--- src/design/assert_macros.svh ---
// Assertion macros shared by the decoder RTL.
// Clock is clk, reset is rst; every check is disabled while in reset.
`ifndef ASSERT_MACROS_SVH
`define ASSERT_MACROS_SVH

// Check a property on every clock edge.
`define AWDSD_ASSERT(lbl, prop, msg) \
  lbl: assert property (@(posedge clk) disable iff (rst) (prop)) else $error(msg);

// Check that a condition in one cycle implies another in the next cycle.
`define AWDSD_ASSERT_NEXT(lbl, ante, cons, msg) \
  lbl: assert property (@(posedge clk) disable iff (rst) (ante) |=> (cons)) else $error(msg);

`endif

--- src/design/awdsd_pkg.sv ---
// Types and constants for the adaptive-width delta sample decoder.
// No dependencies; imported by every decoder module.
`timescale 1ns / 1ps
package awdsd_pkg;

  localparam int COUNT_WIDTH = 25;
  localparam logic [3:0] MAX_CODE_WIDTH = 4'd9;
  localparam logic [3:0] START_WIDTH = 4'd8;

  typedef enum logic [1:0] {
    PH_LIMIT = 2'd0,
    PH_FIRST = 2'd1,
    PH_CODES = 2'd2
  } phase_t;

  typedef enum logic [1:0] {
    ST_IDLE  = 2'd0,
    ST_FIRST = 2'd1,
    ST_BITS  = 2'd2
  } seq_state_t;

  // Decoder state entering one bit step.
  typedef struct packed {
    logic       bit_in;
    logic [3:0] code_width;
    logic [8:0] partial_code;
    logic [3:0] partial_bits;
    logic [7:0] run_count;
    logic [7:0] run_limit;
    logic [7:0] accumulator;
  } step_in_t;

  // Decoder state leaving one bit step, plus what the step produced.
  typedef struct packed {
    logic [3:0] code_width;
    logic [8:0] partial_code;
    logic [3:0] partial_bits;
    logic [7:0] run_count;
    logic [7:0] accumulator;
    logic       emit;
    logic       early;
  } step_out_t;

  typedef struct packed {
    logic [7:0] sample_value;
    logic       sample_valid;
    logic       is_last;
    logic       ended_early;
  } result_t;

endpackage

--- src/design/adaptive_width_delta_sample_decoder_unit.sv ---
// Top level of the adaptive-width delta sample decoder: sequencer, decoder state
// and sample counter. Depends on awdsd_pkg, awdsd_bit_unit, awdsd_out_buf and assert_macros.svh.
//
// Usage:
//   sample_length is written over the cfg channel (cfg_ready is always high); the
//   user must write it only while idle, not enforced by the block; zero drops every byte.
//   Stream bytes enter on in_valid/in_stall; results leave on out_valid/
//   out_stall through a one-entry output register.
//   A first-sample byte gives one result. A code byte is taken in and then
//   stepped bit by bit through the shared bit-step unit, giving up to eight
//   results, each loaded into the output register at the end of its bit step.
//   in_stall is high while a byte is in work.
//   When the receiver stalls and the output register is full, the bit step
//   that produces a result holds until the register frees; no result is lost.
//   Reset (rst, synchronous) clears sample_length and all decoder state and
//   leaves the block waiting for a run-limit byte.
`timescale 1ns / 1ps
`include "assert_macros.svh"
module adaptive_width_delta_sample_decoder_unit import awdsd_pkg::*; (
  input  logic                   clk,
  input  logic                   rst,
  input  logic                   cfg_valid,
  output logic                   cfg_ready,
  input  logic [COUNT_WIDTH-1:0] sample_length,
  input  logic                   in_valid,
  output logic                   in_stall,
  input  logic [7:0]             stream_byte,
  output logic                   out_valid,
  input  logic                   out_stall,
  output logic [7:0]             sample_value,
  output logic                   sample_valid,
  output logic                   is_last,
  output logic                   ended_early
);

  localparam logic [COUNT_WIDTH-1:0] COUNT_MAX = '1;

  seq_state_t             state;
  seq_state_t             state_next;
  phase_t                 phase;
  logic [COUNT_WIDTH-1:0] sample_len;
  logic [7:0]             byte_reg;
  logic [2:0]             bit_idx;
  logic [7:0]             run_limit;
  logic [7:0]             accumulator;
  logic [3:0]             code_width;
  logic [7:0]             run_count;
  logic [8:0]             partial_code;
  logic [3:0]             partial_bits;
  logic [COUNT_WIDTH-1:0] samples_done;

  logic                   accept;
  logic                   out_free;
  logic                   step_en;
  logic                   first_en;
  logic                   load;
  logic [COUNT_WIDTH-1:0] done_inc;
  logic                   last;
  result_t                load_data;
  result_t                out_data;
  step_in_t               step_in;
  step_out_t              step_out;

  assign cfg_ready = 1'b1;
  assign in_stall  = (state != ST_IDLE);
  assign accept    = in_valid && !in_stall;

  always_ff @(posedge clk) begin
    if (rst) begin
      sample_len <= '0;
    end else if (cfg_valid) begin
      sample_len <= sample_length;
    end
  end

  assign step_in.bit_in       = byte_reg[bit_idx];
  assign step_in.code_width   = code_width;
  assign step_in.partial_code = partial_code;
  assign step_in.partial_bits = partial_bits;
  assign step_in.run_count    = run_count;
  assign step_in.run_limit    = run_limit;
  assign step_in.accumulator  = accumulator;

  awdsd_bit_unit u_bit_unit (
    .step_in  (step_in),
    .step_out (step_out)
  );

  assign done_inc = (samples_done != COUNT_MAX) ? samples_done + COUNT_WIDTH'(1)
                                                : samples_done;
  assign last     = done_inc >= sample_len;

  // Sequencer: next state.
  always_comb begin
    state_next = state;
    unique case (state)
      ST_IDLE: begin
        if (accept && sample_len != '0) begin
          if (phase == PH_CODES) begin
            state_next = ST_BITS;
          end else if (phase == PH_FIRST) begin
            state_next = ST_FIRST;
          end
        end
      end
      ST_FIRST: begin
        if (out_free) begin
          state_next = ST_IDLE;
        end
      end
      ST_BITS: begin
        if (step_en && (bit_idx == 3'd7 || (step_out.emit && (step_out.early || last)))) begin
          state_next = ST_IDLE;
        end
      end
      default: state_next = ST_IDLE;
    endcase
  end

  // Sequencer: outputs.
  always_comb begin
    step_en   = 1'b0;
    first_en  = 1'b0;
    load      = 1'b0;
    load_data = '0;
    unique case (state)
      ST_IDLE: begin
      end
      ST_FIRST: begin
        first_en               = out_free;
        load                   = out_free;
        load_data.sample_value = byte_reg;
        load_data.sample_valid = 1'b1;
        load_data.is_last      = last;
      end
      ST_BITS: begin
        // Hold the step while its result has nowhere to go.
        step_en = !step_out.emit || out_free;
        load    = step_en && step_out.emit;
        if (step_out.early) begin
          load_data.sample_valid = 1'b0;
          load_data.is_last      = 1'b1;
          load_data.ended_early  = 1'b1;
        end else begin
          load_data.sample_value = step_out.accumulator;
          load_data.sample_valid = 1'b1;
          load_data.is_last      = last;
        end
      end
      default: begin
      end
    endcase
  end

  always_ff @(posedge clk) begin
    if (rst) begin
      state        <= ST_IDLE;
      phase        <= PH_LIMIT;
      bit_idx      <= '0;
      run_limit    <= '0;
      accumulator  <= '0;
      code_width   <= START_WIDTH;
      run_count    <= '0;
      partial_code <= '0;
      partial_bits <= '0;
      samples_done <= '0;
    end else begin
      state <= state_next;
      if (accept) begin
        bit_idx <= '0;
        if (sample_len != '0 && phase != PH_FIRST && phase != PH_CODES) begin
          run_limit    <= stream_byte;
          code_width   <= START_WIDTH;
          run_count    <= '0;
          partial_code <= '0;
          partial_bits <= '0;
          samples_done <= '0;
          phase        <= PH_FIRST;
        end
      end
      if (first_en) begin
        accumulator  <= byte_reg;
        samples_done <= done_inc;
        phase        <= last ? PH_LIMIT : PH_CODES;
      end
      if (step_en) begin
        bit_idx <= bit_idx + 3'd1;
        if (step_out.emit && step_out.early) begin
          phase        <= PH_LIMIT;
          partial_code <= step_out.partial_code;
          partial_bits <= step_out.partial_bits;
        end else begin
          code_width   <= step_out.code_width;
          partial_code <= step_out.partial_code;
          partial_bits <= step_out.partial_bits;
          run_count    <= step_out.run_count;
          accumulator  <= step_out.accumulator;
          if (step_out.emit) begin
            samples_done <= done_inc;
            if (last) begin
              phase <= PH_LIMIT;
            end
          end
        end
      end
    end
  end

  always_ff @(posedge clk) begin
    if (accept) begin
      byte_reg <= stream_byte;
    end
  end

  awdsd_out_buf u_out_buf (
    .clk       (clk),
    .rst       (rst),
    .load      (load),
    .load_data (load_data),
    .free      (out_free),
    .out_valid (out_valid),
    .out_stall (out_stall),
    .out_data  (out_data)
  );

  assign sample_value = out_data.sample_value;
  assign sample_valid = out_data.sample_valid;
  assign is_last      = out_data.is_last;
  assign ended_early  = out_data.ended_early;

  `AWDSD_ASSERT(a_width_range, code_width >= 4'd1 && code_width <= MAX_CODE_WIDTH, "code width out of range")
  `AWDSD_ASSERT(a_early_marker, !(out_valid && ended_early) || (!sample_valid && is_last), "bad early-end marker")
  `AWDSD_ASSERT(a_partial_short, partial_bits < code_width || state != ST_BITS, "partial code overran width")
  `AWDSD_ASSERT_NEXT(a_last_ends_run, load && load_data.is_last, phase == PH_LIMIT && state == ST_IDLE, "run did not end after last result")

endmodule

--- src/design/awdsd_bit_unit.sv ---
// One bit step of the code extractor: shifts a stream bit into the partial
// code and, when a code completes, applies it. Depends on awdsd_pkg.
`timescale 1ns / 1ps
module awdsd_bit_unit import awdsd_pkg::*; (
  input  step_in_t  step_in,
  output step_out_t step_out
);

  logic [3:0] w;
  logic [3:0] w_narrow;
  logic [8:0] pc;
  logic [3:0] pb;
  logic [3:0] pb_inc;
  logic [7:0] rc_inc;
  logic [7:0] half;

  always_comb begin
    // Clamp the width into the legal range.
    w = step_in.code_width;
    if (w == 4'd0) begin
      w = 4'd1;
    end else if (w > MAX_CODE_WIDTH) begin
      w = MAX_CODE_WIDTH;
    end
    w_narrow = (w > 4'd1) ? w - 4'd1 : w;

    pc = step_in.partial_code;
    pb = step_in.partial_bits;
    if (pb >= MAX_CODE_WIDTH) begin
      pc = '0;
      pb = '0;
    end
    pc[pb] = step_in.bit_in;
    pb_inc = pb + 4'd1;
    half = pc[8:1];
    rc_inc = step_in.run_count + 8'd1;

    step_out.code_width   = step_in.code_width;
    step_out.partial_code = pc;
    step_out.partial_bits = pb_inc;
    step_out.run_count    = step_in.run_count;
    step_out.accumulator  = step_in.accumulator;
    step_out.emit         = 1'b0;
    step_out.early        = 1'b0;

    if (pb_inc >= w) begin
      step_out.partial_code = '0;
      step_out.partial_bits = '0;
      if (pc == 9'd0) begin
        if (w >= MAX_CODE_WIDTH) begin
          step_out.emit  = 1'b1;
          step_out.early = 1'b1;
        end else begin
          step_out.code_width = w + 4'd1;
          step_out.run_count  = '0;
        end
      end else begin
        step_out.accumulator = pc[0] ? step_in.accumulator - half
                                     : step_in.accumulator + half;
        step_out.code_width = w;
        if (pc[w - 4'd1]) begin
          step_out.run_count = '0;
        end else if (rc_inc >= step_in.run_limit) begin
          step_out.code_width = w_narrow;
          step_out.run_count  = '0;
        end else begin
          step_out.run_count = rc_inc;
        end
        step_out.emit = 1'b1;
      end
    end
  end

endmodule

--- src/design/awdsd_out_buf.sv ---
// Output register for decoded results, parting the decoder from the receiver.
// Depends on awdsd_pkg and assert_macros.svh.
`timescale 1ns / 1ps
`include "assert_macros.svh"
module awdsd_out_buf import awdsd_pkg::*; (
  input  logic    clk,
  input  logic    rst,
  input  logic    load,
  input  result_t load_data,
  output logic    free,
  output logic    out_valid,
  input  logic    out_stall,
  output result_t out_data
);

  logic    full;
  result_t data;

  always_ff @(posedge clk) begin
    if (rst) begin
      full <= 1'b0;
    end else if (load) begin
      full <= 1'b1;
    end else if (!out_stall) begin
      full <= 1'b0;
    end
  end

  always_ff @(posedge clk) begin
    if (load) begin
      data <= load_data;
    end
  end

  assign free      = !full || !out_stall;
  assign out_valid = full;
  assign out_data  = data;

  `AWDSD_ASSERT(a_load_when_free, !load || !full || !out_stall, "result overwritten while stalled")

endmodule

--- config.mk ---
export PLATFORM = sky130hd
export DESIGN_NAME = adaptive_width_delta_sample_decoder_unit
export DESIGN_NICKNAME = d
export VERILOG_FILES = /design/src/design/awdsd_pkg.sv /design/src/design/adaptive_width_delta_sample_decoder_unit.sv /design/src/design/awdsd_bit_unit.sv /design/src/design/awdsd_out_buf.sv
export VERILOG_INCLUDE_DIRS = /design/src /design/src/design
export SDC_FILE = /design/constraint.sdc
export NUM_CORES = 1
export LEC_CHECK = 0
export BUFFER_PORTS_ARGS = -buffer_cell sky130_fd_sc_hd__buf_2
export CORE_UTILIZATION = 60
export CTS_BUF_LIST = sky130_fd_sc_hd__clkbuf_2 sky130_fd_sc_hd__clkbuf_4 sky130_fd_sc_hd__clkbuf_8
export CTS_CLUSTER_DIAMETER = 80
export CTS_CLUSTER_SIZE = 25
export DETAILED_ROUTE_END_ITERATION = 10
export PLACE_DENSITY = 0.79
export RECOVER_POWER = 100
export SYNTH_ARGS = -nofsm -noshare
export SYNTH_HDL_FRONTEND = slang
export SYNTH_SLANG_ARGS = --single-unit
--- constraint.sdc ---
create_clock -name clk -period 10.25 [get_ports clk]
set_input_delay 0.5125 -clock clk [delete_from_list [all_inputs] [get_ports clk]]
set_output_delay 0.5125 -clock clk [all_outputs]
set_load 0.01 [all_outputs]
**Word level (Yosys, flattened, before mapping)**

Index checks and enable logic that the tools add are counted.

- Word-level logic and storage cells: 154
- Register bits after elaboration: 118
- Output and inout bits: 14
- Input port bits: 38

- Reductions and logical operators: 28
- Mux-type cells: 75
- $lt $le $gt $ge: 11
- Eq/ne operators: 15
- Add/sub/neg operators: 8

Operators with widths:

| operator | number |
|---|---|
| 25-bit 2-to-1 mux | 7 |
| 8-bit 2-to-1 mux | 14 |
| 4-bit 2-to-1 mux | 15 |
| 9-bit 2-to-1 mux | 4 |
| 35-bit 2-to-1 mux | 1 |
| 2-bit 2-to-1 mux | 15 |
| 25-bit by 1-bit adder with 25-bit output (second input constant) | 1 |
| 25-bit greater-or-equal comparator | 1 |
| 25-bit != test (second input constant) | 1 |
| 25-bit nonzero test | 1 |
| 10-bit one-hot mux with 2 select lines | 1 |
| 4-bit by 5-bit less-than comparator with 1-bit output (second input constant) | 2 |
| 1-bit 2-to-1 mux | 10 |
| 9-bit bitwise mux | 1 |
| 1-bit logical AND | 9 |
| 9-bit zero test | 1 |
| 4-bit by 1-bit adder with 4-bit output (second input constant) | 2 |
| 8-bit by 1-bit adder with 8-bit output (second input constant) | 1 |
| 8-bit adder | 1 |
| 4-bit greater-or-equal comparator (second input constant) | 2 |
| 8-bit greater-or-equal comparator | 1 |
| 2-bit != test (second input constant) | 4 |
| 8-bit subtractor | 1 |
| 3-bit 2-to-1 mux | 2 |
| 26 further kinds | 39 |

**Logic depth before layout (Yosys ltp)**

Gate-level depths: netlist (run 1).

- Depth after elaboration: 18
- Depth in mapped cells: 22

**Cells and area by module**

From an unflattened synthesis (run 1), not the netlist that was laid out.

- Cell total of the unflattened synthesis: 996
- Area, all modules: 8154.1 sq um

By module, submodules not included:

| module | area each (sq um) | times used | cells each | seq. area each (sq um) |
|---|---|---|---|---|
| adaptive_width_delta_sample_decoder_unit | 5699.2 | 1 | 686 | 2202.1 |
| awdsd_bit_unit | 2092.0 | 1 | 295 | 0.0 |
| awdsd_out_buf | 362.8 | 1 | 15 | 350.3 |

**Worst setup path before layout (run 1)**

Ideal clock, no wire load.

- Path kind: flip-flop to flip-flop
- Start: register partial_bits[3]
- End: register u_out_buf.data (netlist bit u_out_buf.out_data[10]), data pin
- Period minus slack after synthesis: 4401 ps
- Stages on the path, launching flop included: 22
- Library setup time: 259 ps
- Path buffers: 4
- Slack: 5849 ps
- Data arrival time: 4142 ps
- Cells stage by stage: dfxtp_1 -> clkbuf_1 -> clkbuf_1 -> nand2b_1 -> ha_1 -> clkbuf_1 -> nor3b_1 -> a31oi_1 -> nor3_1 -> or2_2 -> clkbuf_1 -> mux2i_1 -> ha_1 -> nor2b_1 -> o21ai_0 -> a21boi_0 -> o21ai_0 -> a21oi_1 -> xor2_1 -> xnor2_1 -> a211o_1 -> nand3_1

RTL lines:

| item | RTL line | RTL |
|---|---|---|
| start: declaration | adaptive_width_delta_sample_decoder_unit.sv:49 | `logic [3:0] partial_bits;` |
| start signal: assignment | adaptive_width_delta_sample_decoder_unit.sv:191 | `partial_bits <= step_out.partial_bits;` |
| start signal: assignment | adaptive_width_delta_sample_decoder_unit.sv:195 | `partial_bits <= step_out.partial_bits;` |
| end signal: assignment | awdsd_out_buf.sv:31 | `data <= load_data;` |
| end: declaration | awdsd_out_buf.sv:17 | `result_t data;` |

**Worst setup path in the final report (run 1)**

- Start: register partial_bits[3]
- End: register samples_done[24]

- Cells in the longest elaborated chain, start to end: 14

Ends and longest elaborated chain:

| item | RTL line | RTL |
|---|---|---|
| 4-bit greater-or-equal comparator | awdsd_bit_unit.sv:29 | `if (pb >= MAX_CODE_WIDTH) begin` |
| 4-bit 2-to-1 mux | awdsd_bit_unit.sv:29 |  |
| 4-bit by 5-bit less-than comparator with 1-bit output (not written as such) or 4-bit by 1-bit greater-or-equal comparator with 1-bit output (tied branches) | awdsd_bit_unit.sv:33 | `pc[pb] = step_in.bit_in;` |
| 1-bit logical AND (not written as such) | awdsd_bit_unit.sv:33 |  |
| 1-bit 2-to-1 mux (not written as such) | awdsd_bit_unit.sv:33 |  |
| 1-bit demux with 4-bit select | -- |  |
| 9-bit bitwise mux | awdsd_bit_unit.sv:33 |  |
| 9-bit zero test | awdsd_bit_unit.sv:49 | `if (pc == 9'd0) begin` |
| 1-bit 2-to-1 mux | awdsd_bit_unit.sv:49 |  |
| 35-bit 2-to-1 mux (*) | awdsd_bit_unit.sv:46 | `if (pb_inc >= w) begin` |
| 1-bit zero test | adaptive_width_delta_sample_decoder_unit.sv:138 | `step_en = !step_out.emit \|\| out_free;` |
| 1-bit logical OR | adaptive_width_delta_sample_decoder_unit.sv:138 |  |
| 1-bit 2-to-1 mux | adaptive_width_delta_sample_decoder_unit.sv:126 | `unique case (state)` |
| 25-bit 2-to-1 mux (*) | adaptive_width_delta_sample_decoder_unit.sv:186 | `if (step_en) begin` |
| end signal: assignment | adaptive_width_delta_sample_decoder_unit.sv:183 | `samples_done <= done_inc;` |
| end signal: assignment | adaptive_width_delta_sample_decoder_unit.sv:199 | `samples_done <= done_inc;` |
| end: declaration | adaptive_width_delta_sample_decoder_unit.sv:50 | `logic [COUNT_WIDTH-1:0] samples_done;` |

Every way passes the cells marked *; elsewhere a longest branch is shown, timed or not. The select of a mux whose other input is x is not followed.
A chain may end at the register's enable or synchronous reset.

==> impl_metrics.ini, run 1 <==
[status]
status = complete, but fails checks
violations = max-capacitance violations, max-slew violations

[clock_tree]
clock_latency_ps = 460
cts.clk_slew.worst_paths_ps = 70
cts_tree = built
ctsResizeCount = 0
ctsHoldBuffers = 0
numCtsBuffers = 17
clock_sinks = 118
clockBufferDepth = 2
post_cts_buffers = 0
htree_levels = 4
cts-root-buf = clkbuf_8

[power_and_ir_drop]
clock_power_share_pct = 30.2
ir_drop_mv = 0.110
power_frac_comb_pct = 31.7
p_per_area_nw_per_um2 = 171
p_seq_share_pct = 38.1
switching_share_pct = 36.3
power_leakage_nw = 3.42
p_int_w = 0.000920
power.net_switching_w = 0.000524

[finish]
syn_to_final_growth_pct = 8.24
instances_no_fill = 1160
diodes = 0
layout_common_cells = 99 x dfxtp_1, 88 x nand2_1, 77 x nor2_1
fillers = 1114
final_common_cell = dfxtp_1
final_nets = 1075
final_area_um2 = 8430
layout-drive-gt1-share_pct = 7.89

[logic_synthesis]
yosys_register_bits = 118
yosys.area_share.simple_pct = 21.2
synth-xor-area-share_pct = 4.95
netlist.area_leader.share_pct = 25.5
synth_cells = 946
syn_area_per_cell_um2 = 8.23
ys.flop_type = dfxtp_1
yosys_warnings = 0
synthArstFlopShare_pct = 0
synth_adder_area_share_pct = 10.1
synth_cell_type_count = 79
synth_compound_area_share_pct = 19.7
syn_nets = 1046
synthMuxAreaShare_pct = 5.51
post-synth-top-area-cell = dfxtp_1
synth_enable_flop_cells = 19
synth_area_um2 = 7780
synthTopCellsByArea = dfxtp_1 25%, ha_1 9.8%, edfxtp_1 7.3%
ys_seq_area_share_pct = 32.8
synth_top_family_by_area = simple AND/OR/NAND/NOR gates

[timing]
fin_crit_sh_pct = 51.9
setup_viol = 0
fin_setup_tns_ps = 0
finalCriticalPeriod_ps = 5320
fin_worst_hold_slack_ps = 254
hold_viol = 0
setup_slack_ps = 4930
slew_violations = 97
tightest_slew_ps = 2550
slew_headroom_pct = -70.1
rsz0062_at_grt = no
max_freq_ghz = 0.188
skew_ps = 11.6

[critical_path]
critical_path.max_fanout = 25
crit_slowest_cell = a21oi_1
crit_buf_inv = 0
crit_family = compound AO/OA/AOI/OAI gates
crit_path_frequent_cell = a21oi_1
criticalPathCategory = reg -> reg
critPathArrivalTime_ps = 5540
cp.required_ps = 10470
start_kind = register
max_stage_delay_ps = 900
critPathCaptureType = register
critical_path.cell_chain = nand2b_1 -> ha_1 -> or4b_2 -> o211ai_1 -> o31ai_1 -> a211oi_1 -> a31oi_1 -> a21oi_1 -> nor2_1 -> o21ai_0 -> a21oi_1

[detailed_routing]
met2RoutedLength_mm = 8.51
via_count = 7044
viasPerCell = 6.07
post-route-drc-count = 0
drtPass1Iterations = 5
drt_iter0_drc = 733
wl_met3_mm = 1.47
drt-total-wl_mm = 19.5
ant_nets = 0
routedWlPerCell_um = 16.8
dr.max_layer_used = met4
wl_met1_mm = 9.09

[job]
drv_cap = 2

[grt]
grt_max_degree = 60
grt_overflow_total = 0
antenna_found_initial = 0
grt_pass1_vias = 6470
grt_first_pass_wirelength_mm = 32.4
grtUsageTotal_pct = 31.0

[place]
dp_cells = 1128
placed_area_um2 = 8100
port_buffers = 50
post-place-ws_ps = 5620
dpl.hpwl_mm = 14.3
gp_congestion = 1.03

[die]
start_util_pct = 61.7
rows = 41
die_w_um = 116
ioPinCount = 52
coreArea_um2 = 12600
fp.dieH_um = 116
die-area_um2 = 13400

[hold_path]
min_path_type = in -> reg
[path summary, 6_finish.rpt]
kind                    from               end  slack, ps  cells past startpoint
min reg2reg     run_limit[5]      run_limit[5]        470                      2
min           stream_byte[5]       byte_reg[5]        250                      1
max reg2reg  partial_bits[3]  samples_done[24]       4930                     11
max          partial_bits[3]  samples_done[24]       4930                     11
[through the flow]
stage          util, %  total power (W)
6_report          66.8          0.00144
4_1_cts           67.4          0.00145
5_1_grt           66.8          0.00153
3_3_place_gp      64.2          0.00100
3_5_place_dp      64.2          0.00102
2_1_floorplan        -         0.000898
[power groups by stage]
stage	clock, W	sequential, W	combinational [W]
6_report	0.000436	0.000550	0.000458
5_1_grt	0.000462	0.000555	0.000512
4_1_cts	0.000443	0.000549	0.000460
3_5_place_dp	0	0.000558	0.000457
3_3_place_gp	0	0.000558	0.000445
2_1_floorplan	0	0.000548	0.000351
[cells by family after synthesis]
logic type | count (synthesis)
compound gates | 233
flops | 118
other cells | 1
buf+inv | 113
mux | 41
xor+xnor | 44
simple gates | 334
fa+ha+maj | 62
[cells in the mapped netlist, types with 5 or more instances]
| cell type | count |
|---|---|
| inv_1 | 67 |
| edfxtp_1 | 19 |
| a22oi_1 | 10 |
| nor2b_1 | 8 |
| dfxtp_1 | 99 |
| nand3_1 | 42 |
| or3_1 | 7 |
| nand4_1 | 12 |
| nand2b_1 | 11 |
| xnor2_1 | 30 |
| o21a_1 | 5 |
| and3_1 | 20 |
| nor3_1 | 14 |
| o211ai_1 | 5 |
| a21o_1 | 13 |
| o21ai_0 | 50 |
| a211oi_1 | 18 |
| a31oi_1 | 13 |
| buf_2 | 10 |
| nor2_1 | 77 |
| buf_1 | 6 |
| a21oi_1 | 65 |
| and2_1 | 17 |
| clkbuf_1 | 28 |
| mux2i_1 | 35 |
| nor4_1 | 13 |
| a21boi_0 | 7 |
| o31ai_1 | 5 |
| nand2_1 | 88 |
| ha_1 | 61 |
| xor2_1 | 14 |
[metal layers]
| metal | track usage [%] | vias to the layer above |
|---|---|---|
| met2 | 46.6 | 277 |
| met4 | 12.0 | 0 |
| li1 | - | 3451 |
| met3 | 7.64 | 35 |
| met1 | 42.7 | 3281 |
| met5 | 0 | - |
[area by class of cell]
class	instances	area (um^2)	share of cell area (%)
Clock inverter	9	101	1.20
Tap cell	172	215	2.55
Inverter	67	251	2.98
Timing Repair Buffer	56	254	3.01
Clock buffer	23	304	3.61
Sequential cell	118	2550	30.3
Multi-Input combinational cell	715	4750	56.3
Power figures use the tool's default switching activity.
==> run 2, diff against run 1 <==
Clock period 10.25 ns to 5.2 ns, I/O delays scaled along.
==> run 2 against run 1 <==
Compared with the run above: the run still ends with max-capacitance violations, max-slew violations left; combinational power up 100%; die area unchanged; cell count up 1.6%; fmax increased by 16%; core utilization grew 1.5 points; first-iteration DRC count decreased by 4.6%; critical path depth up 2; setup slack worse by 4300 ps; global-route usage down 0.42 points; critical path type unchanged; largest power group unchanged; highest routed layer unchanged.
==> impl_metrics.ini, run 2 (synthesized netlist as in run 1, its figures left out) <==
[finish]
layout_common_cells = 99 x dfxtp_1, 88 x nand2_1, 77 x nor2_1
layout-drive-gt1-share_pct = 9.24
final_common_cell = dfxtp_1
diodes = 0
instances_no_fill = 1178
final_nets = 1093
syn_to_final_growth_pct = 10.7

[place]
gp_congestion = 0.947
dp_cells = 1138
dpl.hpwl_mm = 14.1
port_buffers = 50

[timing]
tightest_slew_ps = 1650
rsz0062_at_grt = no
max_freq_ghz = 0.218
setup_viol = 0
finalCriticalPeriod_ps = 4590
slew_headroom_pct = -10.2
skew_ps = 10.4
fin_setup_tns_ps = 0
fin_crit_sh_pct = 88.3
slew_violations = 26
hold_viol = 0

[clock_tree]
htree_levels = 4
clock_sinks = 118
cts.clk_slew.worst_paths_ps = 70
numCtsBuffers = 17
ctsHoldBuffers = 8
clock_latency_ps = 460
cts-root-buf = clkbuf_8
post_cts_buffers = 0
clockBufferDepth = 2
cts_tree = built
ctsResizeCount = 0

[power_and_ir_drop]
p_int_w = 0.00186
power.net_switching_w = 0.00105
ir_drop_mv = 0.199
p_seq_share_pct = 37.2
p_per_area_nw_per_um2 = 338
power_frac_comb_pct = 31.8
clock_power_share_pct = 31.0
switching_share_pct = 36.0
power_leakage_nw = 3.50

[grt]
grtUsageTotal_pct = 30.6
grt_pass1_vias = 6579
grt_max_degree = 53
grt_overflow_total = 0
grt_first_pass_wirelength_mm = 31.8
antenna_found_initial = 0

[detailed_routing]
routedWlPerCell_um = 16.7
drt_iter0_drc = 699
ant_nets = 0
via_count = 7205
drt-total-wl_mm = 19.7
post-route-drc-count = 0
drtPass1Iterations = 6
viasPerCell = 6.12

[die]
start_util_pct = 61.7
die_w_um = 116
die-area_um2 = 13400
coreArea_um2 = 12600
rows = 41
ioPinCount = 52
fp.dieH_um = 116

[critical_path]
cp.required_ps = 5550
critPathCaptureType = register
criticalPathCategory = reg -> reg
start_kind = register
critPathArrivalTime_ps = 4940
critical_path.max_fanout = 12

[status]
status = complete, but fails checks
violations = max-capacitance violations, max-slew violations

[job]
drv_cap = 1

[hold_path]
min_path_type = in -> reg
-- run 2: layer usage --
layer	vias up	share of wire [%]	GRT usage (%)	routed length, um
met5	-	0	0	0
met4	0	2.7	15.0	528
met3	48	7.6	7.11	1500
met2	320	45	47.8	8810
met1	3358	45	39.7	8840
li1	3479	-	-	-
-- run 2: stage by stage --
step	power (W)	area (um^2)	util (%)	hold slack, ps	worst slack (ps)
floorplan	0.00177	7780	-	359	799
global placement	0.00198	8170	64.8	443	1000
detailed placement	0.00201	8170	64.8	450	858
CTS	0.00291	8670	68.7	23.8	833
global route	0.00306	8620	68.3	34.5	328
finish	0.00291	8620	68.3	34.2	610
-- run 2: worst paths after layout --
kind              slack, ps         startpoint               end  cells after the start
setup reg to reg        610    partial_bits[3]  samples_done[19]                     13
hold / removal           30  sample_length[21]    sample_len[21]                      3
setup / recovery        610    partial_bits[3]  samples_done[19]                     13
hold reg to reg         460       run_limit[5]      run_limit[5]                      2
-- run 2: area by class of cell --
cell class                 count  area (um^2)
fill                        1070         4000
sequential                   118         2550
multi-input combinational    715         4770
tap                          172          215
clock inverter                 9          128
timing repair buffer          74          412
inverter                      67          251
clock buffer                  23          292
-- run 2: power by group through the flow --
| stage | combinational (W) | sequential (W) | clock (W) |
|---|---|---|---|
| 3_3_place_gp | 0.000888 | 0.00110 | 0 |
| 6_report | 0.000927 | 0.00108 | 0.000902 |
| 5_1_grt | 0.00102 | 0.00109 | 0.000947 |
| 2_1_floorplan | 0.000691 | 0.00108 | 0 |
| 3_5_place_dp | 0.000911 | 0.00110 | 0 |
| 4_1_cts | 0.000923 | 0.00108 | 0.000910 |
-- run 2: worst max-delay path: stages, from the launching register on --
cell and delay, ps:
dfxtp_1 490, nand2b_1 230, ha_1 400, or4b_2 620
o211ai_1 120, o31ai_1 110, a211oi_1 570, a31oi_2 420
a21oi_1 680, clkbuf_1 270, nor3_1 70, buf_4 220
a211oi_1 230, a21oi_1 60
==> run 3, diff against run 2 <==
Settings changed: HOLD_SLACK_MARGIN set to 0.06.
==> run 3 against run 2 <==
Compared with the run above: the run still ends with max-capacitance violations, max-slew violations left; critical path depth unchanged; cell count is 1.7% higher; power grew 0.69%; final area rose by 2.3%.
==> impl_metrics.ini, run 3 (synthesized netlist as in run 1, its figures left out) <==
[status]
status = complete, but fails checks
violations = max-capacitance violations, max-slew violations

[power_and_ir_drop]
p_per_area_nw_per_um2 = 332
ir_drop_mv = 0.200
power_leakage_nw = 3.58

[grt]
grtUsageTotal_pct = 31.5
grt_overflow_total = 0
grt_max_degree = 53
grt_pass1_vias = 6747
grt_first_pass_wirelength_mm = 32.6
antenna_found_initial = 0

[timing]
fin_setup_tns_ps = 0
rsz0062_at_grt = no
slew_headroom_pct = -17.5
max_freq_ghz = 0.217
hold_viol = 0
setup_viol = 0
slew_violations = 26
skew_ps = 11.4
setup_slack_ps = 586
finalCriticalPeriod_ps = 4610
fin_worst_hold_slack_ps = 40.6
fin_crit_sh_pct = 88.7
tightest_slew_ps = 1760

[die]
rows = 41
die-area_um2 = 13400
die_w_um = 116
start_util_pct = 61.7
fp.dieH_um = 116
coreArea_um2 = 12600
ioPinCount = 52

[detailed_routing]
drt_iter0_drc = 688
post-route-drc-count = 0
drtPass1Iterations = 6
viasPerCell = 6.12
routedWlPerCell_um = 17.0
drt-total-wl_mm = 20.3
ant_nets = 0
via_count = 7326

[finish]
fin_util_pct = 69.9
diodes = 0
layout_common_cells = 99 x dfxtp_1, 88 x nand2_1, 77 x nor2_1
fillers = 1026
layout-drive-gt1-share_pct = 9.06
final_nets = 1113
syn_to_final_growth_pct = 13.3
final_common_cell = dfxtp_1

[critical_path]
crit_family = compound AO/OA/AOI/OAI gates
critical_path.cell_chain = nand2b_1 -> ha_1 -> or4b_2 -> o211ai_1 -> o31ai_1 -> a211oi_1 -> a31oi_2 -> a21oi_1 -> clkbuf_1 -> nor3_1 -> buf_4 -> a211oi_1 -> a21oi_1
crit_slowest_cell = a21oi_1
r2r_cells = 13
critPathCaptureType = register
critPathArrivalTime_ps = 4970
criticalPathCategory = reg -> reg
cp.required_ps = 5560
critical_path.max_fanout = 12
max_stage_delay_ps = 690
crit_buf_inv = 2
worstSetupPathDepth = 13
start_kind = register

[clock_tree]
numCtsBuffers = 17
clockBufferDepth = 2
cts-root-buf = clkbuf_8
cts_tree = built
clock_sinks = 118
clock_latency_ps = 470
post_cts_buffers = 0
htree_levels = 4
cts.clk_slew.worst_paths_ps = 70

[place]
post-place-ws_ps = 858
gp_congestion = 0.947
port_buffers = 50
dpl.hpwl_mm = 14.1

[hold_path]
min_path_type = in -> reg
hold_path_depth = 3

[job]
drv_cap = 1
==> run 3: cell types whose count changed in the layout (fill, tap and decap cells not counted) <==
cell,delta
dlygate4sd3_1,+20
==> run 3: tightest hold or removal path: cells and delay by family <==
kind	cells	cell delay [ps]
buffers and inverters	1	80
AND/OR/NAND/NOR	1	70
multiplexers	1	60
==> run 3: timing repair <==
action,CTS,global route
resized for setup,0,0
hold buffers,28,0
hold endpoints to repair,35,0
==> run 3: path summary, 6_finish.rpt <==
| path | start | endpoint | slack [ps] |
|---|---|---|---|
| worst max-delay path | partial_bits[3] | samples_done[19] | 590 |
| worst min-delay path | sample_length[9] | sample_len[9] | 40 |
| worst max register to register | partial_bits[3] | samples_done[19] | 590 |
| worst min register to register | run_limit[5] | run_limit[5] | 460 |
==> run 3: power breakdown <==
| group | total (W) | switching [W] | internal [W] |
|---|---|---|---|
| sequential | 0.00108 | 0.0000654 | 0.00102 |
| clock | 0.000907 | 0.000390 | 0.000517 |
| combinational | 0.000941 | 0.000603 | 0.000339 |
| total | 0.00293 | 0.00106 | 0.00187 |
==> run 3: routing by layer <==
metal  up-vias  wire, um  track usage [%]
li1       3518         -                -
met1      3414      8890             40.1
met2       324      9110             49.0
met3        70      1600             7.32
met4         0       716             17.6
met5         -         0                0
==> run 3: through the flow <==
step | std cells | total power [W] | cell area [um^2]
floorplan | 946 | 0.00177 | 7780
global placement | 1138 | 0.00198 | 8170
detailed placement | 1138 | 0.00201 | 8170
CTS | 1198 | 0.00292 | 8870
global route | 1198 | 0.00308 | 8820
finish | 1198 | 0.00293 | 8820
==> run 3: cell type report <==
type / instances / area (um^2) / share of cell area, %
Multi-Input combinational cell: 715 / 4770 / 54.1
Sequential cell: 118 / 2550 / 28.9
Timing Repair Buffer: 94 / 612 / 6.94
Clock buffer: 23 / 292 / 3.30
Inverter: 67 / 251 / 2.85
Tap cell: 172 / 215 / 2.44
Clock inverter: 9 / 128 / 1.45
